File: config.mk
export PLATFORM = sky130hd
export DESIGN_NAME = rsi_mem
export DESIGN_NICKNAME = d
export VERILOG_FILES = /design/src/sv/rsi_pkg.sv /design/src/sv/rsi_mem.sv
export SDC_FILE = /design/constraint.sdc
export NUM_CORES = 2
export LEC_CHECK = 0
export BUFFER_PORTS_ARGS = -buffer_cell sky130_fd_sc_hd__buf_2
export CAP_MARGIN = 15
export CORE_MARGIN = 2
export CORE_UTILIZATION = 30
export CTS_CLUSTER_SIZE = 24
export DETAILED_ROUTE_END_ITERATION = 8
export GPL_TIMING_DRIVEN = 0
export SYNTH_ARGS = -nofsm -noshare
export SYNTH_HDL_FRONTEND = slang
export SYNTH_SLANG_ARGS = --single-unit
File: constraint.sdc
create_clock -name clk -period 35.1 [get_ports clk]
set_input_delay 7.02 -clock clk [delete_from_list [all_inputs] [get_ports clk]]
set_output_delay 7.02 -clock clk [all_outputs]
set_load 0.02 [all_outputs]
File: src/sv/rsi_pkg.sv
// ----------------------------------------------------------------------------
// rsi_pkg
// Shared codes, widths and the sphere table entry type.
// ----------------------------------------------------------------------------
package rsi_pkg;

  // configuration port
  localparam int unsigned CFG_IDX_W  = 2;
  localparam int unsigned CFG_DATA_W = 31;
  localparam logic [CFG_IDX_W-1:0] CFG_SPHERE_COUNT = 2'd0;
  localparam logic [CFG_IDX_W-1:0] CFG_DISC_TOL     = 2'd1;
  localparam logic [CFG_IDX_W-1:0] CFG_T_MIN        = 2'd2;
  localparam logic [30:0] TOL_RST  = 31'd655;
  localparam logic [16:0] TMIN_RST = 17'd655;

  // commands
  localparam logic [1:0] CMD_LOAD    = 2'd0;
  localparam logic [1:0] CMD_PRIMARY = 2'd1;
  localparam logic [1:0] CMD_SHADOW  = 2'd2;

  // datapath widths
  localparam int unsigned OPW  = 68;   // A, B, G and wide multiplier operands
  localparam int unsigned PRW  = 136;  // wide products and Q
  localparam int unsigned SQW  = 134;  // square root radicand
  localparam int unsigned RTW  = 67;   // square root result
  localparam int unsigned NUMW = 70;   // root numerator -B +- s
  localparam int unsigned TOL_SHIFT = 46;

  localparam logic signed [31:0] ONE_Q16 = 32'sd65536;

  typedef struct packed {
    logic signed [31:0] cx;
    logic signed [31:0] cy;
    logic signed [31:0] cz;
    logic        [30:0] r;
  } sphere_t;

endpackage

File: src/sv/rsi_mem.sv
// ----------------------------------------------------------------------------
// rsi_mem
// Sphere table: one write port, one read port, registered read data.
// ----------------------------------------------------------------------------
module rsi_mem #(
  parameter int DEPTH = 16,
  parameter int AW    = 4
) (
  input  logic             clk,
  input  logic             we,
  input  logic [AW-1:0]    waddr,
  input  rsi_pkg::sphere_t wdata,
  input  logic             re,
  input  logic [AW-1:0]    raddr,
  output rsi_pkg::sphere_t rdata
);

  rsi_pkg::sphere_t mem [DEPTH];

  always_ff @(posedge clk) begin
    if (we) begin
      mem[waddr] <= wdata;
    end
    if (re) begin
      rdata <= mem[raddr];
    end
  end

endmodule

==> Word level (Yosys, flattened, before mapping) <==
Memories as Yosys holds them, arrays and structs flattened. A register that Yosys moved wholly into a read port is not among the register bits.
Cells that the tools add are included.
{ "word_totals": {"word_cells": 3, "out_inout_bits": 127, "reg_bits": 0, "input_bits": 138, "n_memories": 1, "ram_bits": 2032} }
{ "mem_list": {"columns": ["memory", "depth", "word_bits", "rd", "rd_ports_with_merged_regs", "write_ports", "line_no", "text"], "rows": [
  ["mem", 16, 127, 1, 1, 1, "rsi_mem.sv:18", "rsi_pkg::sphere_t mem [DEPTH];"]
]} }
{ "classes": {"mux": 2} }
{ "op_table": {"columns": ["op", "n"], "rows": [
  ["2-to-1 mux 1 bit", 2]
]} }

==> Depth between registers and ports, before layout <==
{ "logic_depth": {"depth_word": 2, "ltp_mapped": 7, "depth_no_buf": 3} }

==> Least setup slack after synthesis <==
OpenSTA, ideal clock, no wires.
{ "synth_path": {"path_kind": "input port to flip-flop", "from": "input port waddr[2]", "to": "memory mem[0][0] (netlist name), enable pin", "t_arrival_ns": 16.106, "stages": 2, "setup_ns": 0.770, "path_slack_ns": 18.223, "required_ns": 34.330, "n_path_buf": 0, "cell_sequence": "or3b_2 -> nor3_1"} }
{ "synth_rtl": {"columns": ["item", "line_no", "text"], "rows": [
  ["start: declaration", "rsi_mem.sv:11", "input logic [AW-1:0] waddr,"],
  ["end: declaration", "rsi_mem.sv:18", null]
]} }
No word-level cell before the write port.

==> impl_metrics.env <==
export IMPL_drt_initial_drc_count=4125
export IMPL_final_cell_mix="2159 x edfxtp_1, 478 x mux4_2, 322 x buf_2"
export IMPL_seq_power_share=0.535
export IMPL_clockRootBuffer="clkbuf_16"
export IMPL_pwr_share_clk=0.411
export IMPL_synth_fa_ha_area_frac=0
export IMPL_worstPathCellList="buf_2 > buf_2 > buf_2 > nor2_1 > clkbuf_1 > a22oi_1 > o21ai_0"
export IMPL_grt_use_total=0.152
export IMPL_die_x_um=521
export IMPL_tightest_slew_ns=1.14
export IMPL_syn_to_final_growth_pct=19.0
export IMPL_cts_buffers=210
export IMPL_routed_via_density=4.89
export IMPL_p_sw_mw=1.18
export IMPL_crit_type="input port to flop"
export IMPL_cts_hold_buf=0
export IMPL_critPathMaxStageDelay_ns=0.67
export IMPL_drt_pre_antenna_iters=6
export IMPL_period_share=0.270
export IMPL_synth_top_family_by_area="multiplexers"
export IMPL_rows=189
export IMPL_grt_pass1_vias=38400
export IMPL_fp_dieH_um=521
export IMPL_fillerInstances=24300
export IMPL_gp_congestion=0.710
export IMPL_fin_cells=7676
export IMPL_worst_setup_path_end_kind="flop"
export IMPL_seq_area_frac_synth=0.809
export IMPL_htreeDepth=4
export IMPL_slew_violations=0
export IMPL_final_setup_tns_ns=0
export IMPL_cts_sinks=2159
export IMPL_syn_area_um2=80100
export IMPL_worstPathBufferInverterCount=4
export IMPL_pwr_density_cell_nw_per_um2=57.3
export IMPL_syn_nets=3458
export IMPL_start_kind="input port"
export IMPL_clock_latency_ns=0.86
export IMPL_num_vias=37500
export IMPL_die_area_um2=271000
export IMPL_synth_compound_area_frac=0.0252
export IMPL_crit_path_frequent_cell="buf_2"
export IMPL_grt_remaining_overflow=0
export IMPL_cts_tree="yes"
export IMPL_final_common_cell="edfxtp_1"
export IMPL_place_hpwl_um=140000
export IMPL_synth_area_per_cell_um2=24.1
export IMPL_clk_pin_slew_ns=0.06
export IMPL_hp_class="flop to flop"
export IMPL_ys_ff_latch=2159
export IMPL_path_delay_family="buffers and inverters"
export IMPL_antenna_found_initial=97
export IMPL_status="finished clean"
export IMPL_yosys_warnings=0
export IMPL_clock_fmax_ghz=0.106
export IMPL_clockBufferDepth=3
export IMPL_ir_drop_uv=53.4
export IMPL_wl_per_cell_um=27.4
export IMPL_wirelength_um=210000
export IMPL_setup_viol=0
export IMPL_swShare=0.217
export IMPL_rsz0062_at_grt="no"
export IMPL_drive_above_1_share=0.334
export IMPL_crit_slowest_cell="a22oi_1"
export IMPL_cp_data_arrival_time_ns=9.92
export IMPL_grt_pass1_wl_um=292000
export IMPL_crit_required_ns=35.55
export IMPL_intPower_mw=4.28
export IMPL_whs_ns=0.744
export IMPL_min_period_ns=9.48
export IMPL_synthCells=3320
export IMPL_grt_max_degree=69
export IMPL_fin_util=0.359
export IMPL_drc=0
export IMPL_final_area_um2=95400
export IMPL_core_area_um2=265000
export IMPL_final_nets=4084
export IMPL_ctsResizeCount=0
export IMPL_finalHoldViolCount=0
export IMPL_p_comb_frac=0.054
export IMPL_maxCapViolCount=0
export IMPL_cts_setup_buffers=0
export IMPL_layout_setup_ws_ns=25.62
export IMPL_yosys_area_share_simple=0.00938
export IMPL_placed_cells=7267
export IMPL_slew_headroom=0.237
export IMPL_power_mw=5.46
export IMPL_io_pins=265
export IMPL_synth_cell_types=24
export IMPL_ant_nets=0
export IMPL_synth_xor_area_share=0
export IMPL_io_buffers=262
export IMPL_dp_slack_ns=24.79
export IMPL_leakage_nw=30.1
export IMPL_cp_max_fo=10
export IMPL_skew_ns=0.0811
export IMPL_initial_core_util=0.302
export IMPL_synthMuxAreaShare=0.145
export IMPL_place_area_um2=88500
## power by group through the flow
stage	Combinational (mW)	Sequential (mW)	Clock (mW)
2_1_floorplan	0.140	2.99	0
3_3_place_gp	0.285	2.99	0
3_5_place_dp	0.303	2.98	0
4_1_cts	0.304	2.92	2.29
5_1_grt	0.318	2.92	2.39
6_report	0.297	2.92	2.25
## cells by family (layout without fill, tap and decap cells)
group           count (synthesis)  after routing
buf+inv                       173            974
flops                        2159           2159
mux                           554            554
compound gates                268            268
other cells                     0             22
simple gates                  166            166
## area by class of cell
cell class,instances,area [um^2],area share
Antenna cell,22,55.1,0.000577
Buffer,173,946,0.00992
Clock buffer,246,5390,0.0565
Clock inverter,141,1470,0.0154
Multi-Input combinational cell,988,14500,0.152
Sequential cell,2159,64800,0.680
Tap cell,3533,4420,0.0463
Timing Repair Buffer,414,3790,0.0397
## worst reg2reg max path: stages, from the launching register on
cell	delay (ns)
edfxtp_1	0.35
mux4_2	0.47
a22oi_1	0.55
o21ai_0	0.54
## sequential cells by signal (all words and copies together) (netlist names)
signal and cells:
rdata 127, mem 2032
## Yosys cell counts
library cell / number / area (um^2)
o221ai_1: 18 / 158
clkbuf_1: 55 / 206
nand2_1: 99 / 372
buf_6: 7 / 78.8
edfxtp_1: 2159 / 64800
nor3_1: 4 / 20.0
buf_4: 44 / 330
a22oi_1: 220 / 1650
or3b_2: 1 / 8.76
buf_2: 61 / 305
nor2_1: 15 / 56.3
mux4_2: 478 / 10800
nor2b_1: 24 / 150
mux2i_1: 20 / 200
buf_1: 6 / 22.5
o22a_1: 4 / 35.0
nand3b_1: 2 / 15.0
a221oi_1: 12 / 105
nand2b_1: 16 / 100
o21ai_0: 14 / 70.1
nand3_1: 1 / 5.00
or2_2: 1 / 6.26
and2_1: 3 / 18.8
mux2_2: 56 / 631
## layer usage
metal,track usage,wire [um],vias up
li1,-,-,15600
met5,0,256,-
met4,0.0408,5240,40
met2,0.260,106000,1356
met1,0.194,83200,20100
met3,0.0346,15200,373
## path summary, 6_finish.rpt
kind	from	to	slack [ns]	depth (start not counted)
worst max register to register	mem[7][121]$_DFFE_PP_	rdata[121]$_DFFE_PP_	32.81	3
worst min-delay path	mem[12][114]$_DFFE_PP_	rdata[114]$_DFFE_PP_	0.74	3
worst max-delay path	raddr[1]	rdata[121]$_DFFE_PP_	25.62	7
worst min register to register	mem[12][114]$_DFFE_PP_	rdata[114]$_DFFE_PP_	0.74	3
(Power assumes the default switching activity.)
