### src/sv/rsi_pkg.sv
// ----------------------------------------------------------------------------
// rsi_pkg
// Shared codes, widths and the sphere table entry type.
// ----------------------------------------------------------------------------
package rsi_pkg;

  // configuration port
  localparam int unsigned CFG_IDX_W  = 2;
  localparam int unsigned CFG_DATA_W = 31;
  localparam logic [CFG_IDX_W-1:0] CFG_SPHERE_COUNT = 2'd0;
  localparam logic [CFG_IDX_W-1:0] CFG_DISC_TOL     = 2'd1;
  localparam logic [CFG_IDX_W-1:0] CFG_T_MIN        = 2'd2;
  localparam logic [30:0] TOL_RST  = 31'd655;
  localparam logic [16:0] TMIN_RST = 17'd655;

  // commands
  localparam logic [1:0] CMD_LOAD    = 2'd0;
  localparam logic [1:0] CMD_PRIMARY = 2'd1;
  localparam logic [1:0] CMD_SHADOW  = 2'd2;

  // datapath widths
  localparam int unsigned OPW  = 68;   // A, B, G and wide multiplier operands
  localparam int unsigned PRW  = 136;  // wide products and Q
  localparam int unsigned SQW  = 134;  // square root radicand
  localparam int unsigned RTW  = 67;   // square root result
  localparam int unsigned NUMW = 70;   // root numerator -B +- s
  localparam int unsigned TOL_SHIFT = 46;

  localparam logic signed [31:0] ONE_Q16 = 32'sd65536;

  typedef struct packed {
    logic signed [31:0] cx;
    logic signed [31:0] cy;
    logic signed [31:0] cz;
    logic        [30:0] r;
  } sphere_t;

endpackage

### src/sv/rsi_mul.sv
// ----------------------------------------------------------------------------
// rsi_mul
// Wide signed multiplier, one 8-bit digit of the multiplier per cycle.
// ----------------------------------------------------------------------------
module rsi_mul (
  input  logic                            clk,
  input  logic                            rst,
  input  logic                            start,
  input  logic signed [rsi_pkg::OPW-1:0]  a,
  input  logic signed [rsi_pkg::OPW-1:0]  b,
  output logic                            done,
  output logic signed [rsi_pkg::PRW-1:0]  p
);

  localparam int W    = rsi_pkg::OPW;
  localparam int PW   = rsi_pkg::PRW;
  localparam int DIG  = 8;
  localparam int NDIG = (W + DIG - 1) / DIG;
  localparam int MBW  = NDIG * DIG;
  localparam int CW   = $clog2(NDIG + 1);

  logic [W-1:0]     ma;
  logic [MBW-1:0]   mb;
  logic [PW-1:0]    acc;
  logic [W+DIG-1:0] pp;
  logic             neg;
  logic             busy;
  logic [CW-1:0]    cnt;

  // partial product of the top remaining digit
  always_comb begin
    pp = ma * mb[MBW-1 -: DIG];
  end

  always_ff @(posedge clk) begin
    if (rst) begin
      busy <= 1'b0;
      done <= 1'b0;
    end else begin
      done <= 1'b0;
      if (start) begin
        busy <= 1'b1;
        cnt  <= '0;
        acc  <= '0;
        neg  <= a[W-1] ^ b[W-1];
        ma   <= a[W-1] ? W'(-a) : W'(a);
        mb   <= b[W-1] ? MBW'(W'(-b)) : MBW'(W'(b));
      end else if (busy) begin
        if (cnt == CW'(NDIG)) begin
          p    <= neg ? -$signed(acc) : $signed(acc);
          done <= 1'b1;
          busy <= 1'b0;
        end else begin
          acc <= (acc << DIG) + PW'(pp);
          mb  <= mb << DIG;
          cnt <= cnt + CW'(1);
        end
      end
    end
  end

endmodule

### config.mk
export PLATFORM = sky130hd
export DESIGN_NAME = rsi_mul
export DESIGN_NICKNAME = d
export VERILOG_FILES = /design/src/sv/rsi_pkg.sv /design/src/sv/rsi_mul.sv
export SDC_FILE = /design/constraint.sdc
export NUM_CORES = 2
export LEC_CHECK = 0
export BUFFER_PORTS_ARGS = -buffer_cell sky130_fd_sc_hd__clkbuf_2
export CAP_MARGIN = 20
export CORE_MARGIN = 8
export CORE_UTILIZATION = 56
export CTS_BUF_LIST = sky130_fd_sc_hd__clkbuf_4 sky130_fd_sc_hd__clkbuf_8
export CTS_CLUSTER_SIZE = 24
export DETAILED_ROUTE_END_ITERATION = 12
export PLACE_DENSITY = 0.78
export SLEW_MARGIN = 20
export SYNTH_ARGS = -nofsm -noshare
export SYNTH_HDL_FRONTEND = slang
export SYNTH_SLANG_ARGS = --single-unit
### constraint.sdc
create_clock -name clk -period 19.98 [get_ports clk]
set_clock_uncertainty 0.15 [all_clocks]
set_input_delay 4.995 -clock clk [delete_from_list [all_inputs] [get_ports clk]]
set_output_delay 4.995 -clock clk [all_outputs]
set_load 0.02 [all_outputs]
### Yosys cells after proc, flatten, opt, wreduce, memory -nomap -nowiden

Cells that the tools add are included.

| storage, ports and cells | value |
|---|---|
| register bits | 419 |
| input bits | 139 |
| logic and storage cells | 40 |

| cells by class | value |
|---|---|
| add/subtract/negate cells | 5 |
| $mul | 1 |
| equal/unequal tests | 2 |
| mux-type cells | 14 |
| bitwise gates (word level) | 4 |
| reductions and logical operators | 5 |

Operator list:

| cell | count |
|---|---|
| $mux W136 | 3 |
| $mux W72 | 4 |
| $add A136 B76 Y136 | 1 |
| $neg A136 Y136 | 1 |
| $neg A68 Y68 | 2 |
| $mul A68 B8 Y76 | 1 |
| $mux W67 | 1 |
| $mux W4 | 2 |
| $add A4 B1 Y4 const B | 1 |
| $eq A4 B4 Y1 const B | 1 |
| $mux W1 | 4 |
| $reduce_and A4 Y1 | 1 |
| $not A1 Y1 | 3 |
| $reduce_and A3 Y1 | 1 |
| $reduce_or A3 Y1 | 1 |
| $ne A2 B2 Y1 const B | 1 |
| $reduce_and A2 Y1 | 1 |
| $reduce_bool A2 Y1 | 1 |
| $xor A1 B1 Y1 | 1 |

### Depth between registers and ports, before layout

| depth | value |
|---|---|
| word-level depth | 4 |
| depth in mapped cells | 24 |
| gate-level depth less buffers | 19 |

### Worst setup path after synthesis

OpenSTA, ideal clock, no wires.

| timing path | value |
|---|---|
| path kind | input -> register |
| start | input start |
| end | register p[0] (netlist bit), enable pin |
| library setup time | 1.019 ns |
| data arrival time | 19.553 ns |
| data required time | 18.811 ns |
| path slack | -0.742 ns |
| stages | 4 |
| path buffers | 3 |
| cells stage by stage | clkbuf_1 > clkbuf_1 > clkbuf_1 > nor4b_1 |

| on the way | value |
|---|---|
| cells in the longest elaborated chain, start to end | 2 |

RTL lines:

| what | RTL line | text |
|---|---|---|
| start: declaration | rsi_mul.sv:8 | `input logic start,` |
| $not A1 Y1 (no source line) | - |  |
| $reduce_and A4 Y1 (no source line) | - |  |
| end signal: assignment | rsi_mul.sv:50 | `p <= neg ? -$signed(acc) : $signed(acc);` |
| end: declaration | rsi_mul.sv:12 | `output logic signed [rsi_pkg::PRW-1:0] p` |

No other way between the ends.
A chain may end at the register's enable or synchronous reset.

### Worst setup path in the final report

| timing path | value |
|---|---|
| start | input a[0] (netlist bit) |
| end | register ma[62] (data pin) |

| on the way | value |
|---|---|
| cells in the longest elaborated chain, start to end | 2 |

RTL lines:

| what | RTL line | text |
|---|---|---|
| start: declaration | rsi_mul.sv:9 | `input logic signed [rsi_pkg::OPW-1:0] a,` |
| $neg A68 Y68 | rsi_mul.sv:46 | `ma <= a[W-1] ? W'(-a) : W'(a);` |
| $mux W67 | rsi_mul.sv:46 |  |
| end signal: assignment | rsi_mul.sv:46 |  |
| end: declaration | rsi_mul.sv:22 | `logic [W-1:0] ma;` |

No other way between the ends.

==> results.sh <==
export IMPL_status="finished, final reports clean"
export IMPL_yosysTopAreaCellShare=0.305
export IMPL_crit_top_cell="or4_4"
export IMPL_hold_ws_ns=0.330
export IMPL_fin_setup_tns_ns=0
export IMPL_yosysTopAreaCell="edfxtp_1"
export IMPL_htree_levels=3
export IMPL_synth_cell_types=71
export IMPL_cts_made_buffers=76
export IMPL_cap_violations=0
export IMPL_fin_crit_ns=8.40
export IMPL_syn_nets=4926
export IMPL_final_common_cell="inv_1"
export IMPL_cts_sinks=419
export IMPL_grt_max_degree=148
export IMPL_ant_nets=0
export IMPL_wirelength_um=114000
export IMPL_vias=32100
export IMPL_rsz0062_at_grt="no"
export IMPL_clock_latency_ns=0.69
export IMPL_rr_startpoint="mb[71]$_DFFE_PP_"
export IMPL_worst_r2r_endpoint="acc[118]$_SDFFCE_PP0P_"
export IMPL_area_growth_pct=8.94
export IMPL_setup_viol=0
export IMPL_hold_viol_final=0
export IMPL_hpwl_um=88200
export IMPL_cts_resized=0
export IMPL_hold_class="flip-flop to flip-flop"
export IMPL_cts_tree="yes"
export IMPL_yosysSeqAreaShare=0.306
export IMPL_critPathKind="input pin to flip-flop"
export IMPL_grt_ovfl_total=0
export IMPL_path_clk_slew_ns=0.06
export IMPL_hold_path_end="p[0]$_DFFE_PP_"
export IMPL_critPathMaxStageDelay_ns=0.56
export IMPL_drive_above_1_share=0.112
export IMPL_synth_seq_cells=419
export IMPL_io_pins=276
export IMPL_cp_slowest_cell="or4_4"
export IMPL_finalCritPeriodShare=0.421
export IMPL_crit_family="simple AND/OR/NAND/NOR gates"
export IMPL_drt_pass1_iter_count=8
export IMPL_min_path_cells=0
export IMPL_port_buffers=275
export IMPL_crit_path_start_kind="input pin"
export IMPL_wl_per_cell_um=21.1
export IMPL_nets=5110
export IMPL_start_util=0.564
export IMPL_grt_usage=0.276
export IMPL_clock_path_buffers=3
export IMPL_drtIter0Drc=3135
export IMPL_globalplace_congestion=0.956
export IMPL_r2r_slack_ns=11.68
export IMPL_cp_num_buf_inv=2
export IMPL_synthArstFlopShare=0
export IMPL_cp_cell_sequence="clkbuf_2 > inv_1 > ha_1 > or3b_2 > nor4_4 > and3_1 > nand4_1 > or4_4 > or4_4 > or3_4 > o41ai_1 > xnor2_1"
export IMPL_grt_pass1_vias=32400
export IMPL_max_freq_mhz=119
export IMPL_dp_cells=5278
export IMPL_fin_cells=5422
export IMPL_crit_fanout=5
export IMPL_dieHeight_um=287
export IMPL_synthCells=4215
export IMPL_worst_slew_pin_slew_ns=1.17
export IMPL_path_depth=12
export IMPL_slew_headroom=0.221
export IMPL_grt_pass1_wl_um=181000
export IMPL_layout_common_cells="551 x inv_1, 463 x fa_1, 425 x and2_1, 417 x edfxtp_1, 347 x nand2_1"
export IMPL_postCtsSetupRepairBufs=0
export IMPL_synth_edf_count=417
export IMPL_dieArea_mm2=0.0823
export IMPL_antenna_found_initial=5
export IMPL_drc=0
export IMPL_core_mm2=0.0728
export IMPL_worstPathArrival_ns=8.65
export IMPL_rr_worst_depth=19
export IMPL_rows=99
export IMPL_synth_area_mm2=0.0411
export IMPL_cp_required_ns=20.23
export IMPL_ys_warn_count=0
export IMPL_synth_area_leaders="edfxtp_1 30%, fa_1 23%, and2_1 6.5%"
export IMPL_syn_mean_instance_area_um2=9.75
export IMPL_slew_violations=0
export IMPL_hold_buffers=0
export IMPL_yosys_most_used_dff="edfxtp_1"
export IMPL_die_width_um=287
export IMPL_min_from="acc[0]$_SDFFCE_PP0P_"
export IMPL_clockRootBuffer="clkbuf_8"
export IMPL_critPathCaptureType="flip-flop"
export IMPL_vias_per_cell=5.91
synth_stat cells, types with 91 or more instances:
| master | count |
|---|---|
| and2_1 | 425 |
| clkbuf_1 | 192 |
| o21ai_0 | 177 |
| ha_1 | 109 |
| nor2_1 | 234 |
| fa_1 | 463 |
| nand2_1 | 347 |
| xnor2_1 | 263 |
| edfxtp_1 | 417 |
| o31ai_1 | 91 |
| a21oi_1 | 209 |
| inv_1 | 551 |
sequential cells by signal (all words and copies together), names as in the netlist:
signal	flops
acc	136
busy	1
cnt	4
done	1
ma	68
mb	72
neg	1
p	136
how the worst max path moves through the flow:
stage,to,from
2_1_floorplan,acc[0]$_SDFFCE_PP0P_,start
3_3_place_gp,ma[62]$_DFFE_PP_,a[0]
3_5_place_dp,ma[62]$_DFFE_PP_,a[0]
4_1_cts,ma[62]$_DFFE_PP_,a[0]
5_1_grt,ma[62]$_DFFE_PP_,a[0]
6_report,ma[62]$_DFFE_PP_,a[0]
stage by stage:
step / util / area (um^2) / worst slack [ns]
after floorplan: - / 41100 / 4.41
after global placement: 0.593 / 43200 / 11.03
after detailed placement: 0.593 / 43200 / 10.97
after CTS: 0.614 / 44800 / 11.67
after global routing: 0.615 / 44800 / 11.43
final: 0.615 / 44800 / 11.58
metal layers:
layer	up-vias	wire [um]	global-route usage	share of wire
met2	1526	52500	0.436	0.46
met3	246	11600	0.0631	0.10
met1	15800	46300	0.374	0.40
met5	-	0	0	0
met4	0	4040	0.100	0.035
li1	14500	-	-	-
cell families after synthesis:
kind of cell    synth area share
compound gates            0.0988
xor+xnor                  0.0737
fa+ha+maj                  0.259
buf+inv                   0.0686
flops                      0.306
mux                      0.00517
simple gates               0.189
final cells by class:
type | instances | area (um^2)
Antenna cell | 4 | 10.0
Clock buffer | 101 | 1240
Clock inverter | 37 | 312
Fill cell | 6036 | 28100
Inverter | 551 | 2070
Multi-Input combinational cell | 3045 | 25800
Sequential cell | 419 | 12600
Tap cell | 959 | 1200
Timing Repair Buffer | 306 | 1630
Power is not shown: default switching activity piles up to over one toggle a cycle in this logic, so the estimate is an artifact.
