[config.mk]
export PLATFORM = sky130hd
export DESIGN_NAME = rsi_div
export DESIGN_NICKNAME = d
export VERILOG_FILES = /design/src/sv/rsi_pkg.sv /design/src/sv/rsi_div.sv
export SDC_FILE = /design/constraint.sdc
export NUM_CORES = 1
export LEC_CHECK = 0
export BUFFER_PORTS_ARGS = -buffer_cell sky130_fd_sc_hd__buf_2
export CAP_MARGIN = 20
export CORE_MARGIN = 1
export CORE_UTILIZATION = 41
export CTS_BUF_LIST = sky130_fd_sc_hd__clkbuf_8
export DETAILED_ROUTE_END_ITERATION = 10
export GPL_TIMING_DRIVEN = 0
export HOLD_SLACK_MARGIN = 0.06
export PLACE_DENSITY = 0.6
export SLEW_MARGIN = 20
export SYNTH_ARGS = -nofsm -noshare
export SYNTH_HDL_FRONTEND = slang
export SYNTH_SLANG_ARGS = --single-unit
[constraint.sdc]
create_clock -name clk -period 8.44 [get_ports clk]
set_clock_uncertainty 0.2 [all_clocks]
set_input_delay 0.422 -clock clk [delete_from_list [all_inputs] [get_ports clk]]
set_output_delay 0.422 -clock clk [all_outputs]
set_load 0.02 [all_outputs]
[src/sv/rsi_pkg.sv]
// ----------------------------------------------------------------------------
// rsi_pkg
// Shared codes, widths and the sphere table entry type.
// ----------------------------------------------------------------------------
package rsi_pkg;

  // configuration port
  localparam int unsigned CFG_IDX_W  = 2;
  localparam int unsigned CFG_DATA_W = 31;
  localparam logic [CFG_IDX_W-1:0] CFG_SPHERE_COUNT = 2'd0;
  localparam logic [CFG_IDX_W-1:0] CFG_DISC_TOL     = 2'd1;
  localparam logic [CFG_IDX_W-1:0] CFG_T_MIN        = 2'd2;
  localparam logic [30:0] TOL_RST  = 31'd655;
  localparam logic [16:0] TMIN_RST = 17'd655;

  // commands
  localparam logic [1:0] CMD_LOAD    = 2'd0;
  localparam logic [1:0] CMD_PRIMARY = 2'd1;
  localparam logic [1:0] CMD_SHADOW  = 2'd2;

  // datapath widths
  localparam int unsigned OPW  = 68;   // A, B, G and wide multiplier operands
  localparam int unsigned PRW  = 136;  // wide products and Q
  localparam int unsigned SQW  = 134;  // square root radicand
  localparam int unsigned RTW  = 67;   // square root result
  localparam int unsigned NUMW = 70;   // root numerator -B +- s
  localparam int unsigned TOL_SHIFT = 46;

  localparam logic signed [31:0] ONE_Q16 = 32'sd65536;

  typedef struct packed {
    logic signed [31:0] cx;
    logic signed [31:0] cy;
    logic signed [31:0] cz;
    logic        [30:0] r;
  } sphere_t;

endpackage

[src/sv/rsi_div.sv]
// ----------------------------------------------------------------------------
// rsi_div
// Floor of num * 2^16 / den, den positive, one quotient bit per cycle,
// saturated to signed 32 bits.
// ----------------------------------------------------------------------------
module rsi_div (
  input  logic                             clk,
  input  logic                             rst,
  input  logic                             start,
  input  logic signed [rsi_pkg::NUMW-1:0]  num,
  input  logic        [63:0]               den,
  output logic                             done,
  output logic signed [31:0]               q_out
);

  localparam int NW   = rsi_pkg::NUMW;
  localparam int SW   = NW + 16;
  localparam int MW   = SW + 2;
  localparam int REMW = 65;
  localparam int CW   = $clog2(MW + 1);

  logic signed [SW-1:0] ns;
  logic [MW-1:0]        mag_in;
  logic [MW-1:0]        q;
  logic [REMW-1:0]      rem;
  logic [REMW-1:0]      rem_sh;
  logic [63:0]          den_r;
  logic                 ge;
  logic                 neg;
  logic                 busy;
  logic [CW-1:0]        cnt;

  // magnitude, biased so a truncating divide gives the floor
  always_comb begin
    ns     = {num, 16'd0};
    mag_in = num[NW-1] ? MW'(-ns) + MW'(den) - MW'(1) : MW'(ns);
    rem_sh = {rem[REMW-2:0], q[MW-1]};
    ge     = rem_sh >= {1'b0, den_r};
  end

  always_ff @(posedge clk) begin
    if (rst) begin
      busy <= 1'b0;
      done <= 1'b0;
    end else begin
      done <= 1'b0;
      if (start) begin
        busy  <= 1'b1;
        cnt   <= '0;
        q     <= mag_in;
        rem   <= '0;
        den_r <= den;
        neg   <= num[NW-1];
      end else if (busy) begin
        if (cnt == CW'(MW)) begin
          // saturate and apply sign
          if (!neg) begin
            q_out <= (q > MW'(32'h7FFF_FFFF)) ? 32'sh7FFF_FFFF : $signed(q[31:0]);
          end else begin
            q_out <= (q > MW'(32'h8000_0000)) ? 32'sh8000_0000 :
                     $signed(~q[31:0] + 32'd1);
          end
          done <= 1'b1;
          busy <= 1'b0;
        end else begin
          rem <= ge ? rem_sh - {1'b0, den_r} : rem_sh;
          q   <= {q[MW-2:0], ge};
          cnt <= cnt + CW'(1);
        end
      end
    end
  end

endmodule

**Word-level counts from Yosys, hierarchy flattened**

Cells that the tools add are included.

- Bits in registers: 258
- Input bits: 137
- Output and inout bits: 33
- Logic and storage cells: 44

- $add $sub $neg: 6
- Magnitude comparators: 3
- Equality and inequality tests: 2
- Multiplexer cells: 16
- Bitwise logic cells: 4
- Reductions and logical operators: 5

Operator list:

| kind | number |
|---|---|
| $mux 88 | 4 |
| $mux 64 | 3 |
| $mux 32 | 3 |
| $add 88x64->88 | 1 |
| $gt 88x31->1 const B | 1 |
| $gt 88x32->1 const B | 1 |
| $neg 86->88 | 1 |
| $sub 88x1->88 const B | 1 |
| $ge 65x64->1 | 1 |
| $sub 64x64->64 | 1 |
| $add 32x1->32 const B | 1 |
| $not 32->32 | 1 |
| $mux 7 | 2 |
| $add 7x1->7 const B | 1 |
| $eq 7x7->1 const B | 1 |
| $mux 1 | 4 |
| $reduce_and 4->1 | 1 |
| $not 1->1 | 3 |
| $reduce_and 3->1 | 1 |
| $reduce_or 3->1 | 1 |
| $ne 2x2->1 const B | 1 |
| $reduce_and 2->1 | 1 |
| $reduce_bool 2->1 | 1 |

**Longest topological paths before layout**

- Depth in word-level cells: 5
- Gate-level depth with buffers: 15
- Gate-level depth less buffers: 13

**Least setup slack after synthesis**

No wires, ideal clock.

- Kind: input -> register
- Start point: input start
- End point: register cnt[0], enable pin
- Setup time: 0.680 ns
- Data arrival time: 7.911 ns
- Data required time: 7.560 ns
- Setup slack: -0.351 ns
- Stages on the path: 5
- Path buffers: 3
- Cells stage by stage: clkbuf_1 > clkbuf_1 > clkbuf_1 > a21oi_1 > nor2_1

- Cells in the longest elaborated chain, start to end: 2
- Elaborated cells on any way between the ends: 3
- Those cells by class: eq/ne: 1; reduce/logical: 2

RTL lines:

| element | RTL line | text |
|---|---|---|
| start, declared | rsi_div.sv:9 | `input logic start,` |
| $ne 2x2->1 (no source line) / $reduce_bool 2->1 (equally long branches) | - |  |
| $reduce_and 3->1 (no source line) * | - |  |
| end signal, assigned | rsi_div.sv:68 | `cnt <= cnt + CW'(1);` |
| end, declared | rsi_div.sv:31 | `logic [CW-1:0] cnt;` |

Mark *: on every way between the ends. The rest lies on a longest branch, timed or not.
A chain may end at the register's enable or synchronous reset.

**Final worst setup path**

- Start point: input den[0]
- End point: register q[82], data pin

- Cells in the longest elaborated chain, start to end: 4

RTL lines:

| element | RTL line | text |
|---|---|---|
| start, declared | rsi_div.sv:11 | `input logic [63:0] den,` |
| $add 88x64->88 | rsi_div.sv:36 | `mag_in = num[NW-1] ? MW'(-ns) + MW'(den) - MW'(1) : MW'(ns);` |
| $sub 88x1->88 | rsi_div.sv:36 |  |
| $mux 88 | rsi_div.sv:36 |  |
| $mux 88 | rsi_div.sv:47 | `if (start) begin` |
| end signal, assigned | rsi_div.sv:50 | `q <= mag_in;` |
| end signal, assigned | rsi_div.sv:67 | `q <= {q[MW-2:0], ge};` |
| end, declared | rsi_div.sv:24 | `logic [MW-1:0] q;` |

No other way between the ends.

==> impl_metrics.json <==
{
  "syn-instance-count": 2225,
  "hold_viol": 0,
  "syn_to_final_growth_pct": 20.3,
  "netlist_area_um2": 19500,
  "ant_nets": 0,
  "start_util_pct": 41.8,
  "cts_resized": 0,
  "synth_top_family_by_area": "compound AO/OA/AOI/OAI gates",
  "p_per_area_nw_per_um2": 176,
  "p_leak_nw": 9.42,
  "r2r-start": "rem[0]",
  "slew_headroom_pct": 33.1,
  "grt_use_total_pct": 27.7,
  "hold_path.class": "primary input to register",
  "wirelength_um": 67500,
  "crit_fanout": 6,
  "cpMostUsedCell": "dlygate4sd3_1",
  "grt_overflow": 0,
  "antenna_found_initial": 1,
  "status": "finished clean",
  "clkPwrFrac_pct": 30.6,
  "drive_above_1_share_pct": 11.0,
  "fin_crit_ns": 5.40,
  "switching_share_pct": 34.9,
  "cp.required_ns": 8.74,
  "grt_max_degree": 27,
  "irDropWorstVdd_mv": 0.117,
  "n_fill_cell": 4426,
  "viasPerCell": 5.84,
  "detail_route.iter0.violations": 1806,
  "dr.pass1.iters": 5,
  "grt_pass1_vias": 18100,
  "post_cts_buffers": 0,
  "rows": 79,
  "synth_ff_type": "edfxtp_1",
  "ios": 170,
  "grt_pass1_wl_um": 103000,
  "vias": 18800,
  "cts_sinks": 258,
  "crit_start": "den[0]",
  "min_from": "num[18]",
  "synthAdderAreaFrac_pct": 7.53,
  "avgSynthCellArea_um2": 8.78,
  "period_share_pct": 64.0,
  "clk_pin_slew_ns": 0.06,
  "synth-simple-area-share_pct": 16.8,
  "rsz0062_at_grt": "false",
  "crit_chain": "dlygate4sd3_1 > buf_2 > inv_1 > ha_1 > or4b_2 > nor3_1 > a211o_1 > a2111oi_0 > o211ai_1 > nand4b_1 > a31oi_1 > o21ai_1 > or3_1 > nand3_1 > dlygate4sd3_1",
  "cts_tree": "yes",
  "die_area_um2": 48500,
  "fp.dieH_um": 220,
  "synth_cell_types": 80,
  "drc": 0,
  "slowest_delay_ns": 0.74,
  "synth_mux_area_share_pct": 1.95,
  "final-setup-viol-count": 0,
  "critical-path-slowest-cell": "nor3_1",
  "cts_root_buffer": "clkbuf_8",
  "synth_seq_cells": 258,
  "final_util_pct": 50.2,
  "core-area_um2": 46800,
  "routabilityCongestion": 0.962,
  "synth_compound_area_share_pct": 22.5,
  "critPathCaptureType": "register",
  "numCtsBuffers": 49,
  "finalMaxSlewViolations": 0,
  "fin_nets": 2824,
  "clock_latency_ns": 0.65,
  "hpwl_um": 51900,
  "startpoint_type": "primary input",
  "worstPathArrival_ns": 5.70,
  "yosysWarnings": 0,
  "max_slew.worst_pin.slew_ns": 1.00,
  "p_int_mw": 2.69,
  "clockBufferDepth": 3,
  "htreeDepth": 2,
  "critical_path_class": "primary input to register",
  "worst_hold_slack_ns": 0.0892,
  "synthXorXnorAreaFrac_pct": 5.92,
  "maxCapViolCount": 0,
  "max_freq_mhz": 185,
  "power_frac_comb_pct": 30.7,
  "synth_nets": 2479,
  "portBuffers": 168,
  "wl_per_cell_um": 21.0,
  "p_seq_share_pct": 38.8,
  "fp.dieW_um": 220,
  "power_switching_mw": 1.44,
  "async_reset_ff_share_pct": 0,
  "synth_seq_area_share_pct": 39.6,
  "synth_edf_count": 256
}
[cell usage after synthesis (11+ instances only)]
master	n	area share (%)
a21oi_1	264	6.8
o211ai_1	17	0.65
o21ai_0	163	4.2
nor3_1	48	1.2
inv_1	173	3.3
nor2_1	176	3.4
edfxtp_1	256	39
o21bai_1	21	0.81
nand4_1	42	1.3
buf_1	11	0.21
xor2_1	66	3.0
o21a_1	20	0.77
and3_1	11	0.35
or3_1	18	0.58
mux2i_1	38	1.9
nand2_1	166	3.2
xnor2_1	66	3.0
a211oi_1	20	0.77
o311ai_0	20	0.90
o22ai_1	14	0.45
a31oi_1	18	0.58
a21o_1	58	2.2
nor2b_1	19	0.61
nand3_1	90	2.3
o31ai_1	15	0.58
nor4_1	35	1.1
clkbuf_1	104	2.0
ha_1	116	7.4
[power groups by stage]
| stage | combinational (mW) | clock, mW | sequential, mW |
|---|---|---|---|
| finish | 1.27 | 1.26 | 1.60 |
| global route | 1.39 | 1.34 | 1.61 |
| CTS | 1.25 | 1.29 | 1.60 |
| detailed placement | 1.20 | 0 | 1.62 |
| global placement | 1.17 | 0 | 1.64 |
| floorplan | 0.843 | 0 | 1.61 |
[final cells by class]
class / count / area (µm²) / share of cell area [%]
sequential: 258 / 7730 / 32.9
antenna: 2 / 5.00 / 0.0213
buffer: 118 / 449 / 1.91
clock buffer: 49 / 674 / 2.87
timing repair buffer: 294 / 2210 / 9.42
multi-input combinational: 1675 / 10700 / 45.6
inverter: 174 / 653 / 2.78
clock inverter: 41 / 290 / 1.24
tap: 607 / 759 / 3.23
[cell families after synthesis]
logic type | Yosys count
flip-flops | 258
multiplexers | 38
buffers and inverters | 292
XOR/XNOR | 132
AND/OR/NAND/NOR | 672
AO/OA/AOI/OAI | 716
adder cells (fa/ha/maj) | 117
[registers in the layout (all words and copies together), names as in the netlist]
signal	cells
busy	1
done	1
neg	1
rem	64
q_out	32
cnt	7
den_r	64
q	88
[routing by layer]
metal  track usage (%)  wire length (µm)  share of wire, %
met1              37.3             29800                44
met2              44.7             31000                46
met3              4.52              4350               6.4
met4              9.63              2260               3.4
met5                 0                 0                 0
[through the flow]
step	TNS [ns]	std cells	worst slack (ns)	power [mW]	instance area, µm²
floorplan	0	2225	2.33	2.45	19500
global placement	-82.45	3000	-0.541	2.81	21100
detailed placement	0	3013	3.52	2.82	21400
CTS	0	3216	3.13	4.14	23500
global route	0	3217	2.87	4.34	23500
finish	0	3218	3.04	4.13	23500
[path summary, 6_finish.rpt]
path	endpoint	slack, ns	depth (start not counted)
worst min-delay path	q[34]	0.09	3
worst max-delay path	q[82]	3.04	15
worst max register to register	rem[14]	3.44	13
worst min register to register	done	0.31	1
[worst max-delay path: cells and delay by family]
family / cells / cell delay (ns)
and+or+nand+nor: 5 / 2.14
AOI/OAI and AO/OA: 5 / 1.58
buffers and inverters: 4 / 1.33
adders and majority gates: 1 / 0.20
[layout by cell type (no fill, tap or decap), drive strengths merged, types with 15 or more instances in the layout]
cell / Yosys / layout
a21oi: 265 / 265
edfxtp: 256 / 256
buf: 14 / 195
inv: 173 / 184
nor2: 176 / 176
o21ai: 168 / 168
nand2: 166 / 166
clkbuf: 104 / 153
ha: 116 / 116
dlygate4sd3: 0 / 113
nand3: 91 / 91
xor2: 66 / 66
xnor2: 66 / 66
a21o: 58 / 58
nor3: 49 / 49
nand4: 42 / 42
mux2i: 38 / 38
nor4: 36 / 36
or3: 23 / 23
clkinv: 1 / 23
o21bai: 21 / 21
o311ai: 21 / 21
a211oi: 20 / 20
o21a: 20 / 20
nor2b: 19 / 19
a31oi: 19 / 19
o211ai: 17 / 17
o31ai: 15 / 15
[timing repair]
action                                  4_1_cts  5_1_grt
hold buffers                                113        0
hold endpoints to repair                    119        0
endpoints found under the setup margin        0        0
Note: power is estimated with default switching activity, not from simulation.
