`config.mk`:
```
export PLATFORM = sky130hd
export DESIGN_NAME = rsi_sqrt
export DESIGN_NICKNAME = d
export VERILOG_FILES = /design/src/sv/rsi_pkg.sv /design/src/sv/rsi_sqrt.sv
export SDC_FILE = /design/constraint.sdc
export NUM_CORES = 1
export LEC_CHECK = 0
export BUFFER_PORTS_ARGS = -buffer_cell sky130_fd_sc_hd__buf_2
export CORE_UTILIZATION = 25
export CTS_CLUSTER_SIZE = 25
export DETAILED_ROUTE_END_ITERATION = 6
export GPL_TIMING_DRIVEN = 0
export PLACE_DENSITY = 0.43
export SLEW_MARGIN = 20
export SYNTH_ARGS = -nofsm -noshare
export SYNTH_HDL_FRONTEND = slang
export SYNTH_SLANG_ARGS = --single-unit
```
`constraint.sdc`:
```
create_clock -name clk -period 40.8 [get_ports clk]
set_input_delay 2.04 -clock clk [delete_from_list [all_inputs] [get_ports clk]]
set_output_delay 2.04 -clock clk [all_outputs]
set_load 0.02 [all_outputs]
```
`src/sv/rsi_pkg.sv`:
```
// ----------------------------------------------------------------------------
// rsi_pkg
// Shared codes, widths and the sphere table entry type.
// ----------------------------------------------------------------------------
package rsi_pkg;

  // configuration port
  localparam int unsigned CFG_IDX_W  = 2;
  localparam int unsigned CFG_DATA_W = 31;
  localparam logic [CFG_IDX_W-1:0] CFG_SPHERE_COUNT = 2'd0;
  localparam logic [CFG_IDX_W-1:0] CFG_DISC_TOL     = 2'd1;
  localparam logic [CFG_IDX_W-1:0] CFG_T_MIN        = 2'd2;
  localparam logic [30:0] TOL_RST  = 31'd655;
  localparam logic [16:0] TMIN_RST = 17'd655;

  // commands
  localparam logic [1:0] CMD_LOAD    = 2'd0;
  localparam logic [1:0] CMD_PRIMARY = 2'd1;
  localparam logic [1:0] CMD_SHADOW  = 2'd2;

  // datapath widths
  localparam int unsigned OPW  = 68;   // A, B, G and wide multiplier operands
  localparam int unsigned PRW  = 136;  // wide products and Q
  localparam int unsigned SQW  = 134;  // square root radicand
  localparam int unsigned RTW  = 67;   // square root result
  localparam int unsigned NUMW = 70;   // root numerator -B +- s
  localparam int unsigned TOL_SHIFT = 46;

  localparam logic signed [31:0] ONE_Q16 = 32'sd65536;

  typedef struct packed {
    logic signed [31:0] cx;
    logic signed [31:0] cy;
    logic signed [31:0] cz;
    logic        [30:0] r;
  } sphere_t;

endpackage

```
`src/sv/rsi_sqrt.sv`:
```
// ----------------------------------------------------------------------------
// rsi_sqrt
// Floor square root, restoring, one result bit per cycle.
// ----------------------------------------------------------------------------
module rsi_sqrt (
  input  logic                      clk,
  input  logic                      rst,
  input  logic                      start,
  input  logic [rsi_pkg::SQW-1:0]   n,
  output logic                      done,
  output logic [rsi_pkg::RTW-1:0]   s
);

  localparam int NW   = rsi_pkg::SQW;
  localparam int RW   = rsi_pkg::RTW;
  localparam int REMW = RW + 3;
  localparam int CW   = $clog2(RW + 1);

  logic [NW-1:0]   nsh;
  logic [REMW-1:0] rem;
  logic [REMW-1:0] rem_sh;
  logic [REMW-1:0] trial;
  logic            ge;
  logic            busy;
  logic [CW-1:0]   cnt;

  // next bit pair and trial subtract
  always_comb begin
    rem_sh = {rem[REMW-3:0], nsh[NW-1 -: 2]};
    trial  = {1'b0, s, 2'b01};
    ge     = rem_sh >= trial;
  end

  always_ff @(posedge clk) begin
    if (rst) begin
      busy <= 1'b0;
      done <= 1'b0;
    end else begin
      done <= 1'b0;
      if (start) begin
        busy <= 1'b1;
        cnt  <= '0;
        nsh  <= n;
        rem  <= '0;
        s    <= '0;
      end else if (busy) begin
        if (cnt == CW'(RW)) begin
          done <= 1'b1;
          busy <= 1'b0;
        end else begin
          rem <= ge ? rem_sh - trial : rem_sh;
          s   <= {s[RW-2:0], ge};
          nsh <= nsh << 2;
          cnt <= cnt + CW'(1);
        end
      end
    end
  end

endmodule

```
* Word level (Yosys, flattened, before mapping)
Index checks and enable logic that the tools add are counted.
Word-level totals: flip-flop bits (word level) 278, input bits 137, output and inout bits 68, word-level logic and storage cells 30
Cells by class: add/subtract/negate cells 2, $lt $le $gt $ge 1, equality and inequality tests 2, mux-type cells 14, bitwise logic cells 2, reductions and logical operators 3
Operators by type and width (number):
- 2-to-1 mux 134 bit | 3
- 2-to-1 mux 68 bit | 3
- 2-to-1 mux 67 bit | 2
- greater-or-equal comparator 70 x 69 -> 1 bit | 1
- subtractor 68 bit | 1
- 2-to-1 mux 7 bit | 2
- adder 7 x 1 -> 7 bit, second input constant | 1
- equality test 7 bit, second input constant | 1
- 2-to-1 mux 1 bit | 4
- AND reduction 3 bit | 1
- OR reduction 3 bit | 1
- inequality test 2 bit, second input constant | 1
- NOT 1 bit | 2
- nonzero test 2 bit | 1

* Depth between registers and ports, before layout
Gate-level depths: netlist of run 1.
depth after elaboration 4, mapped depth 16, depth with buffers taken out 12

* Worst setup path after synthesis of run 1
Ideal clock, no wire load.
path type in2reg, start in start, end reg cnt[0] (enable), setup time 918 ps, arrival 14231 ps, required time 39882 ps, slack 25650 ps, stages on the path 5, buffers on the path 3, cells stage by stage buf_2 > clkbuf_1 > clkbuf_1 > a21oi_1 > nor2_1
Between the ends: longest elaborated chain between the ends 2, elaborated cells between the ends (all ways) 3, those cells by class eq/ne: 1; reduce/logical: 2
Ends and longest elaborated chain:
- start: declaration | line rsi_sqrt.sv:8 | input logic start,
- inequality test 2 bit (no source line) or nonzero test 2 bit (tied branches)
- AND reduction 3 bit (no source line) (*)
- end signal: assignment | line rsi_sqrt.sv:54 | cnt <= cnt + CW'(1);
- end: declaration | line rsi_sqrt.sv:25 | logic [CW-1:0] cnt;
Mark *: on every way between the ends. The rest lies on a longest branch, timed or not. A chain may end at the register's enable or synchronous reset.

* Worst setup path in the final report of run 1
start in start, end reg nsh[108] (enable)
Between the ends: longest elaborated chain between the ends 2, elaborated cells between the ends (all ways) 3, those cells by class eq/ne: 1; reduce/logical: 2
Ends and longest elaborated chain:
- inequality test 2 bit (no source line) or nonzero test 2 bit (tied branches)
- AND reduction 3 bit (no source line) (*)
- end signal: assignment | line rsi_sqrt.sv:43 | nsh <= n;
- end signal: assignment | line rsi_sqrt.sv:53 | nsh <= nsh << 2;
- end: declaration | line rsi_sqrt.sv:19 | logic [NW-1:0] nsh;
Marks and branches as above.

==> results.md, run 1 <==
- Port Buffer Count: about 200
- 1st-iter DRT viols: roughly 440
- Slew headroom: 0.3757
- Clock Tree Buf Depth: 3
- Vias in the first global route: 11580
- Internal: 597.0 µW
- Routability cong.: roughly 0.83
- Post-detailed-routing wire length: between 40 and 50 mm
- Met2 wire length: about 19 mm
- Final Hold Vio Count: 0
- Sequential share of the synthesized area: 0.5341
- Most used flip-flop cell after synthesis: edfxtp_1
- Min-delay src: busy
- Post-CTS Setup Bufs: 0
- Synth top area share: 0.5315
- Fin area: roughly 19000 µm²
- WHS: roughly 0.5 ns
- Critical Path Sink Type: flop
- Detailed-placement wirelength estimate: about 32 mm
- Multi-input logic area: 6709 µm²
- Post-CTS Hold Buffers: 0
- Synth top cells by count: 276 x edfxtp_1, 177 x nor2_1, 132 x mux2_2, 91 x a21oi_1, 80 x inv_1
- Mapped Cells: between 1000 and 1500
- Most frequent cell after synthesis: edfxtp_1
- Vias per inst: between 4 and 5
- Cts bufs inserted: 36
- Fraction of layout instances using a drive strength above 1: 0.2614
- Vias post-DR: approximately 11000
- Final setup violation count: 0
- Flop pwr share: 0.413
- M1 WL: 18.81 mm
- Routed wire per std cell: 17.11 µm
- Clock sink count: around 280
- CP max FO: 24
- Power share of the clock group: 0.336
- Data required, critical path: between 40 and 50 ns
- Unrepaired setup endpoints after global routing: no
- Initial antenna violation count: 15
- Outcome: completed
- Sequential Area: approximately 8300 µm²
- Crit path DAT: between 5 and 6 ns
- Die Wd: approximately 250 µm
- Die height: roughly 250 µm
- Register bit count reported by yosys: roughly 280
- DR pass1 iterations: 5
- H-tree levels: 2
- Mapped cell area: 15590 µm²
- First-pass GRT wire length: approximately 66 mm
- Setup Skew: ~0.020 ns
- Critical path launch point: start
- Post-CTS Resized: 0
- Initial Utilization: 0.2527
- Clock Latency Late Sink: around 0.55 ns
- Synthesized area per cell: between 10 and 15 µm²
- Num rows: 91
- Fillers: 6480
- Final #Nets: 1804
- GRT Total Usage: 0.1334
- DRC: 0
- Synthesis warning total: 0
- Switching Share: 0.3037
- Leading area contributor after synthesis: edfxtp_1
- CTS clock-pin slew for the worst setup and hold paths: around 0.06 ns
- ANT nets after route: 0
- Crit path launch type: input port
- Largest net degree at the start of global routing: 29
- Die footprint: 63380 µm²
- R2r startpoint: s[17]
- Placed cell areas: roughly 18000 µm²
- Max Fclk: around 190 MHz
- Uppermost routed layer: met5
- Setup CP Type: in2reg
- Fin Setup TNS: 0 ns
- Psw: approximately 260 µW
- Share of flip-flops with an asynchronous set or reset: 0
- Final min period: between 5 and 6 ns
- Peak supply drop: ~0.000024 V
- DR WL met3: a little over 3 mm
- Area grow syn2layout: 21.82%
- Syn_nets: around 1600
- Remaining Overflow, GRT: 0
- Static Leak: approximately 7.5 nW
- Pwr Density: 45.13 nW/µm²
- CTS root buf: clkbuf_16
- Core Region: 61710 µm²
- Min-delay worst type: reg2reg
- Slew Viols, Final: 0
- Actual slew at the worst max-slew pin: 0.9364 ns
- Part of the cycle the worst path needs: 0.1300
- Number of synthesized flops with an enable pin: between 200 and 300
- IO Pins: a little over 200
- Max Cap Viol: 0
- Logic pwr share: 0.250
- Synth area leaders: edfxtp_1 53%, mux2_2 9.5%, ha_1 5.6%
- Synth unique cells: 70
- TritonCTS clock tree: done
[per-layer routing]
layer,global-route usage,up-vias
met5,0,-
met4,0.03624,18
met3,0.04787,78
met2,0.2135,230
met1,0.1688,5246
li1,-,5453
[state kept, by name (all words and copies together) (netlist names)]
register,count
nsh,134
cnt,7
rem,68
done,1
s,67
busy,1
[worst max-delay path, cell delays in order]
cell      delay, ns
buf_2          0.28
clkbuf_1       0.63
clkbuf_1       0.69
a21oi_1        0.20
nor2_4         0.62
buf_16         0.25
buf_12         0.20
buf_16         0.19
buf_12         0.20
buf_16         0.18
[final cells by class]
cell class,count,area share
antenna,6,0.0007904
timing repair buffer,215,0.06810
inverter,80,0.01581
tap,837,0.05513
buffer,61,0.01390
multi-input combinational,925,0.3532
sequential,278,0.4384
clock buffer,45,0.04920
clock inverter,18,0.005533
[final timing paths]
path | endpoint | slack [ns] | cells after the start
min | done | 0.50 | 1
min reg2reg | done | 0.50 | 1
max reg2reg | rem[59] | 36.91 | 15
max | nsh[108] | 35.50 | 10
[kinds of logic (layout without fill, tap and decap cells)]
family,count (synthesis),count (layout),synth area share
compound gates,253,253,0.1052
xor+xnor,71,71,0.03988
fa+ha+maj,70,70,0.05617
buf+inv,141,419,0.03619
flops,278,278,0.5341
mux,186,186,0.1300
other cells,0,6,0
simple gates,345,345,0.09853
[through the flow]
| stage | power, mW | instances | util | setup WS (ns) |
|---|---|---|---|---|
| global route | 0.9086 | 2462 | 0.3077 | 35.15 |
| floorplan | 0.5205 | 1344 | - | 25.65 |
| CTS | 0.8739 | 2459 | 0.3076 | 35.28 |
| global placement | 0.5828 | 2384 | 0.2861 | 18.19 |
| finish | 0.8574 | 2465 | 0.3078 | 35.50 |
| detailed placement | 0.5767 | 2396 | 0.2907 | 34.71 |
[power groups by stage]
stage / sequential [mW] / combinational [mW] / clock, mW
global placement: 0.371 / 0.211 / 0
CTS: 0.355 / 0.218 / 0.301
floorplan: 0.369 / 0.151 / 0
finish: 0.354 / 0.214 / 0.288
detailed placement: 0.360 / 0.216 / 0
global route: 0.357 / 0.240 / 0.312
[layout by cell type (no fill, tap or decap), types with 8 or more instances in the layout]
master     instances
nand4_1           22
clkbuf_16         36
a21o_1            28
ha_1              70
o21bai_1          14
clkbuf_1          51
xor2_1            30
a31oi_1            9
and2_1             8
a21oi_1           91
nor2b_1           10
o21ai_0           42
nand3_1           13
nor2_1           176
buf_2            215
mux2_2           132
inv_1             80
edfxtp_1         276
mux2i_1           54
a22o_1            11
nand2_1           74
xnor2_1           41
(Power assumes the default switching activity.)
==> inputs of run 2 (changes only) <==
Settings changed: PLACE_DENSITY 0.43 to 0.44.
Clock period 40.8 ns to 4.6 ns, I/O delays scaled along.
==> results.md, run 2 (synthesis gave the netlist of run 1 again) <==
- Outcome: completed
- Slew Viols, Final: 0 (unchanged)
- CP max FO: 10 (-58%)
- DRC: 0 (unchanged)
- Remaining Overflow, GRT: 0 (unchanged)
- Logic pwr share: 0.245 (-0.005)
- Final Core Density: 0.3340 (+0.02614)
- Slew headroom: 0.3342 (-0.04156)
- Part of the cycle the worst path needs: 0.8472
- Switching Share: 0.2920 (-0.01164)
- Post-CTS Resized: 0 (unchanged)
- Min-delay worst type: in2reg
- Psw: 2.391 mW (+820%)
- Port Buffer Count: 203 (unchanged)
- Unrepaired setup endpoints after global routing: no
- Clock sink count: 278 (unchanged)
- TritonCTS clock tree: done
- CTS root buf: clkbuf_16
- Post-CTS Setup Bufs: 0 (unchanged)
- ANT nets after route: 0 (unchanged)
- First-pass GRT wire length: 68.43 mm (+3.3%)
- Antenna diode count: 0 (-6)
- Power share of the clock group: 0.371 (+0.035)
- Static Leak: 8.171 nW (+9.3%)
- Fillers: 6386 (-1.5%)
- Actual slew at the worst max-slew pin: 0.9988 ns (+0.06234 ns)
- Setup Skew: 0.01967 ns (+0.0001218 ns)
- Clock Tree Buf Depth: 3 (unchanged)
- CTS clock-pin slew for the worst setup and hold paths: 0.06 ns (about the same)
- Data required, critical path: 4.89 ns (-36.17 ns)
- Vias in the first global route: 12180 (+5.1%)
- Clock Latency Late Sink: 0.56 ns (about the same)
- Pwr Density: 397.3 nW/µm² (+780%)
- Vias post-DR: 11520 (+4.5%)
- CP max stage delay: 0.39 ns (-0.30 ns)
- Biggest regs: nsh (134), rem (68), s (67)
- Post-CTS Hold Buffers: 134 (+134)
- Die height: 251.8 µm (unchanged)
- Setup CP Type: reg2reg
- DR pass1 iterations: 5 (unchanged)
- Core Region: 61710 µm² (unchanged)
- Final setup violation count: 0 (unchanged)
- Initial Utilization: 0.2527 (unchanged)
- Max Cap Viol: 0 (unchanged)
- Biggest register: nsh
- Peak supply drop: 0.0002496 V (+930%)
- H-tree levels: 2 (unchanged)
- Final min period: around 3.9 ns
- Crit path launch type: flop
- Largest net degree at the start of global routing: 28 (-3.4%)
- Routed wire per std cell: 16.55 µm (-3.2%)
- CP delay by family, top: simple AND/OR/NAND/NOR gates
- Internal: 5.798 mW (+870%)
- Bufs and invs on worst path: 4 (-4)
- Post-detailed-routing wire length: 43.02 mm (+2.0%)
- Critical Path Sink Type: flop
- Die footprint: 63380 µm² (unchanged)
- Flop pwr share: 0.384 (-0.029)
- Fraction of layout instances using a drive strength above 1: 0.2469 (-0.01453)
- Crit path max-delay cell type: nor2_1
- Final worst slack: 0.7030 ns (-34.79 ns)
- 1st-iter DRT viols: 605 (+37%)
- WHS: 0.02511 ns (-0.4706 ns)
- Num rows: 91 (unchanged)
- Routability cong.: 0.8379 (+1.2%)
- Final Hold Vio Count: 0 (unchanged)
- IO Pins: 205 (unchanged)
- CP Cell Sequence: inv_1 > ha_1 > clkbuf_2 > nand4_1 > nor2_1 > nand3_1 > a311o_1 > a21oi_2 > nand4_1 > nand3b_1 > o21ai_1 > buf_2 > nor2b_1 > buf_2 > a22o_1
- Initial antenna violation count: 0 (-15)
- Area grow syn2layout: 32.17%
- Crit path DAT: 4.19 ns (-1.37 ns)
- GRT Total Usage: 0.1365 (+0.003101)
- Most frequent cells in the layout: 276 x edfxtp_1, 215 x buf_2, 176 x nor2_1, 134 x dlygate4sd3_1, 132 x mux2_2
- Die Wd: 251.8 µm (unchanged)
- Placed cell areas: 18000 µm² (+0.32%)
- Vias per inst: 4.431 (-0.93%)
- Cts bufs inserted: 37 (+2.8%)
- Max FFs per register: 134 (unchanged)
- Detailed-placement wirelength estimate: 32.50 mm (+1.6%)
- Max Fclk: approximately 260 MHz
- Tot Pwr: 8.189 mW (+860%)
- Fin area: 20610 µm² (+8.5%)
- Setup WS pre-CTS: 0.6550 ns (-34.05 ns)
- Commonest non-fill, non-tap cell in the layout: edfxtp_1
- Final #Nets: 1941 (+7.6%)
==> run 2: cell types whose count changed in the layout (fill, tap and decap cells not counted), moves of 3 or more <==
cell,previous run,this run
bufinv_16,0,6
clkbuf_1,51,48
clkinv_2,7,4
diode_2,6,0
dlygate4sd3_1,0,134
==> run 2: worst paths after layout <==
kind / startpoint / to / slack [ns] / depth (start not counted)
setup / recovery: s[15] / rem[56] / 0.70 / 15
hold / removal: n[133] / nsh[133] / 0.03 / 2
setup reg to reg: s[15] / rem[56] / 0.70 / 15
hold reg to reg: busy / done / 0.51 / 1
==> run 2: metal layers <==
metal  track usage  vias up  part of all wire
met1        0.1740     5528              0.45
met3       0.03466       47             0.056
li1              -     5722                 -
met2        0.2281      219              0.47
met4       0.03659        0             0.019
met5             0        -                 0
==> run 2: power groups by stage <==
stage                     clock (mW)  combinational [mW]  sequential [mW]
after detailed placement           0                1.92             3.20
after global routing            3.22                2.23             3.17
after CTS                       3.15                2.03             3.15
final                           3.04                2.00             3.15
after floorplan                    0                1.34             3.23
after global placement             0                1.87             3.23
==> run 2: cell type report <==
cell class              instances  area (µm²)  area share
clock inverters                22       291.5     0.01415
clock buffers                  45       977.2     0.04741
well taps                     837        1047     0.05081
multi-input cells             925        6715      0.3258
flip-flops and latches        278        8328      0.4041
repair buffers                351        2685      0.1303
plain buffers                  61       265.3     0.01287
inverters                      80       300.3     0.01457
==> run 2: through the flow <==
step / setup TNS, ns / std cells
finish: 0 / 2599
floorplan: -230.49 / 1344
detailed placement: 0 / 2398
CTS: 0 / 2599
global route: 0 / 2599
global placement: -1054.68 / 2384
==> inputs of run 3 (changes only) <==
Settings changed: ABC_AREA set to 1, PLACE_DENSITY 0.44 to 0.43.
Clock period 4.6 ns to 3.7 ns, I/O delays scaled along.
==> results.md, run 3 <==
- Outcome: completed
- 1st-iter DRT viols: 1006 (+66%)
- Fillers: 7719 (+21%)
- Part of the cycle the worst path needs: 0.8319 (-0.01524)
- Register bit count reported by yosys: 278 (unchanged)
- Detailed-placement wirelength estimate: 46.54 mm (+43%)
- Psw: 3.359 mW (+40%)
- Mapped cell area: 17980 µm² (+15%)
- Vias per inst: 4.170 (-5.9%)
- First-pass GRT wire length: 91.14 mm (+33%)
- Commonest non-fill, non-tap cell in the layout: nand2_1
- Setup Skew: 0.01591 ns (-0.003757 ns)
- Logic pwr share: 0.271 (+0.026)
- GRT Total Usage: 0.1592 (+0.02271)
- Fraction of layout instances using a drive strength above 1: 0.1104 (-0.1365)
- ANT nets after route: 0 (unchanged)
- Largest net degree at the start of global routing: 23 (-18%)
- Final worst slack: 0.6219 ns (-0.08116 ns)
- Data required, critical path: 4.00 ns (-0.89 ns)
- Internal: 6.851 mW (+18%)
- Worst r2r dst: rem[38]
- Port Buffer Count: 203 (unchanged)
- Sequential share of the synthesized area: 0.4631 (-0.07100)
- CTS clock-pin slew for the worst setup and hold paths: 0.06 ns (about the same)
- Final Hold Vio Count: 0 (unchanged)
- Max FFs per register: 134 (unchanged)
- Critical Path Sink Type: flop
- Peak supply drop: 0.0003456 V (+38%)
- Final #Nets: 3097 (+60%)
- Synthesis warning total: 0 (unchanged)
- Vias post-DR: 16090 (+40%)
- Flop pwr share: 0.381 (-0.003)
- Setup CP Type: reg2reg
- Pwr Density: 440.4 nW/µm² (+11%)
- Syn_nets: 2705 (+74%)
- Final min period: 3.078 ns (-0.8188 ns)
- R2r startpoint: rem[52]
- Core Region: 70640 µm² (+14%)
- Vias in the first global route: 16270 (+34%)
- Routability cong.: 0.9472 (+13%)
- Biggest register: nsh
- Synth top cells by count: 1104 x nand2_1, 402 x inv_1, 295 x nor2_1, 276 x edfxtp_1, 70 x ha_1
- DR pass1 iterations: 7 (+2)
- Unrepaired setup endpoints after global routing: no
- Synth top area share: 0.4608 (-0.07066)
- Clock Latency Late Sink: 0.56 ns (about the same)
- Die Wd: 270.2 µm (+7.3%)
- TritonCTS clock tree: done
- Final Core Density: 0.3282 (-0.005755)
- Initial antenna violation count: 1 (+1)
- Setup WS pre-CTS: 0.5752 ns (-0.07980 ns)
- Die footprint: 73020 µm² (+15%)
- Post-detailed-routing wire length: 58.10 mm (+35%)
- Clock sink count: 278 (unchanged)
- Max Cap Viol: 0 (unchanged)
- Min-delay worst type: in2reg
- Power share of the clock group: 0.348 (-0.023)
- Num rows: 97 (+6.6%)
- Routed wire per std cell: 15.06 µm (-9.0%)
- Slew headroom: 0.4124 (+0.07826)
- Max Fclk: 324.9 MHz (+27%)
- Switching Share: 0.3290 (+0.03699)
- Final setup violation count: 0 (unchanged)
- CP max FO: 10 (unchanged)
- Number of synthesized flops with an enable pin: 276 (unchanged)
- R2r worst-path depth: 15 (unchanged)
- Biggest regs: nsh (134), rem (68), s (67)
- Synth unique cells: 35 (-50%)
- Clock Tree Buf Depth: 3 (unchanged)
- Mapped Cells: 2498 (+86%)
- Most frequent cell after synthesis: nand2_1
- Critical path launch point: rem[52]
- Actual slew at the worst max-slew pin: 0.8814 ns (-0.1174 ns)
- Die height: 270.2 µm (+7.3%)
- Area grow syn2layout: 28.91%
- H-tree levels: 2 (unchanged)
- Share of flip-flops with an asynchronous set or reset: 0 (unchanged)
- Critical Path Sink: rem[38]
- FF-to-FF setup slack: 0.62 ns (-0.08 ns)
- Most frequent cells in the layout: 1103 x nand2_1, 402 x inv_1, 295 x nor2_1, 276 x edfxtp_1, 209 x buf_2
- Cts bufs inserted: 37 (unchanged)
- DRC: 0 (unchanged)
- Most used flip-flop cell after synthesis: edfxtp_1
- Remaining Overflow, GRT: 0 (unchanged)
- Initial Utilization: 0.2546 (+0.001928)
- CTS root buf: clkbuf_16
- Slew Viols, Final: 0 (unchanged)
- Synthesized area per cell: 7.200 µm² (-38%)
- Worst hold path cell count: 4 (+2)
- Crit path launch type: flop
- IO Pins: 205 (unchanged)
- Static Leak: 11.69 nW (+43%)
- Synth area leaders: edfxtp_1 46%, nand2_1 23%, inv_1 8.4%
- Crit path DAT: 3.38 ns (-0.81 ns)
- Leading area contributor after synthesis: edfxtp_1
==> run 3: area by class of cell <==
cell class / instances / area [µm²] / area share
flip-flops and latches: 278 / 8328 / 0.3592
clock buffers: 46 / 980.9 / 0.04231
clock inverters: 19 / 201.4 / 0.008689
inverters: 406 / 1536 / 0.06627
well taps: 940 / 1176 / 0.05073
plain buffers: 60 / 335.3 / 0.01446
repair buffers: 353 / 2768 / 0.1194
diodes: 1 / 2.502 / 0.0001079
multi-input cells: 1754 / 7855 / 0.3388
==> run 3: metrics by stage <==
stage | hold WS (ns) | power [mW] | instances | TNS (ns) | cell area [µm²]
after floorplan | 0.2541 | 5.719 | 2498 | -554.96 | 18050
after detailed placement | 0.4180 | 6.633 | 3656 | 0 | 20650
after global placement | 0.4091 | 6.607 | 3641 | -1240.21 | 20250
final | 0.3036 | 10.21 | 3857 | 0 | 23180
after global routing | 0.3104 | 10.85 | 3856 | 0 | 23180
after CTS | 0.2713 | 10.38 | 3856 | 0 | 23180
==> run 3: how the worst min path moves through the flow <==
stage,startpoint,to,slack (ns)
6_report,start,nsh[9],0.30
5_1_grt,start,nsh[9],0.31
4_1_cts,start,nsh[28],0.27
3_5_place_dp,rst,busy,0.42
3_3_place_gp,rst,busy,0.41
2_1_floorplan,rst,busy,0.25
==> run 3: cell families (layout without fill, tap and decap cells) <==
family | count (synthesis) | after routing | synth area share
AO/OA/AOI/OAI | 117 | 117 | 0.03339
XOR/XNOR | 35 | 35 | 0.01704
adder cells (fa/ha/maj) | 70 | 70 | 0.04870
buffers and inverters | 466 | 884 | 0.1014
flip-flops | 278 | 278 | 0.4631
other | 0 | 1 | 0
AND/OR/NAND/NOR | 1532 | 1532 | 0.3364
==> run 3: power groups by stage <==
stage                     combinational (mW)  clock (mW)  sequential, mW
after floorplan                         1.71           0            4.01
after global placement                  2.61           0            4.00
after detailed placement                2.68           0            3.96
after CTS                               2.80        3.68            3.90
after global routing                    3.14        3.79            3.92
final                                   2.76        3.55            3.89
==> run 3: layer usage <==
layer | track usage | routed length [µm] | vias to the layer above
li1 | - | - | 8469
met1 | 0.2143 | 27590 | 7231
met2 | 0.2602 | 25880 | 322
met3 | 0.03049 | 3335 | 63
met4 | 0.04118 | 1297 | 0
met5 | 0 | 0 | -
==> run 3: repair_timing <==
action                                 in CTS  in global routing
gates resized for setup                     0                  0
hold buffers                              135                  0
setup buffers                               0                  0
endpoints found under the hold margin     136                  0
==> run 3: worst max-delay path: stages (launching register included) <==
cell and delay [ns]:
edfxtp_1 0.47, ha_1 0.49, nand2_1 0.15, nor2_1 0.18, inv_2 0.06, nor2_1 0.24
nand2_1 0.13, nor2_2 0.13, nand3_1 0.08, nand3_1 0.09, nor2_2 0.06, nand2_4 0.10
inv_2 0.07, buf_2 0.21, nor2_1 0.26, nor2_1 0.10
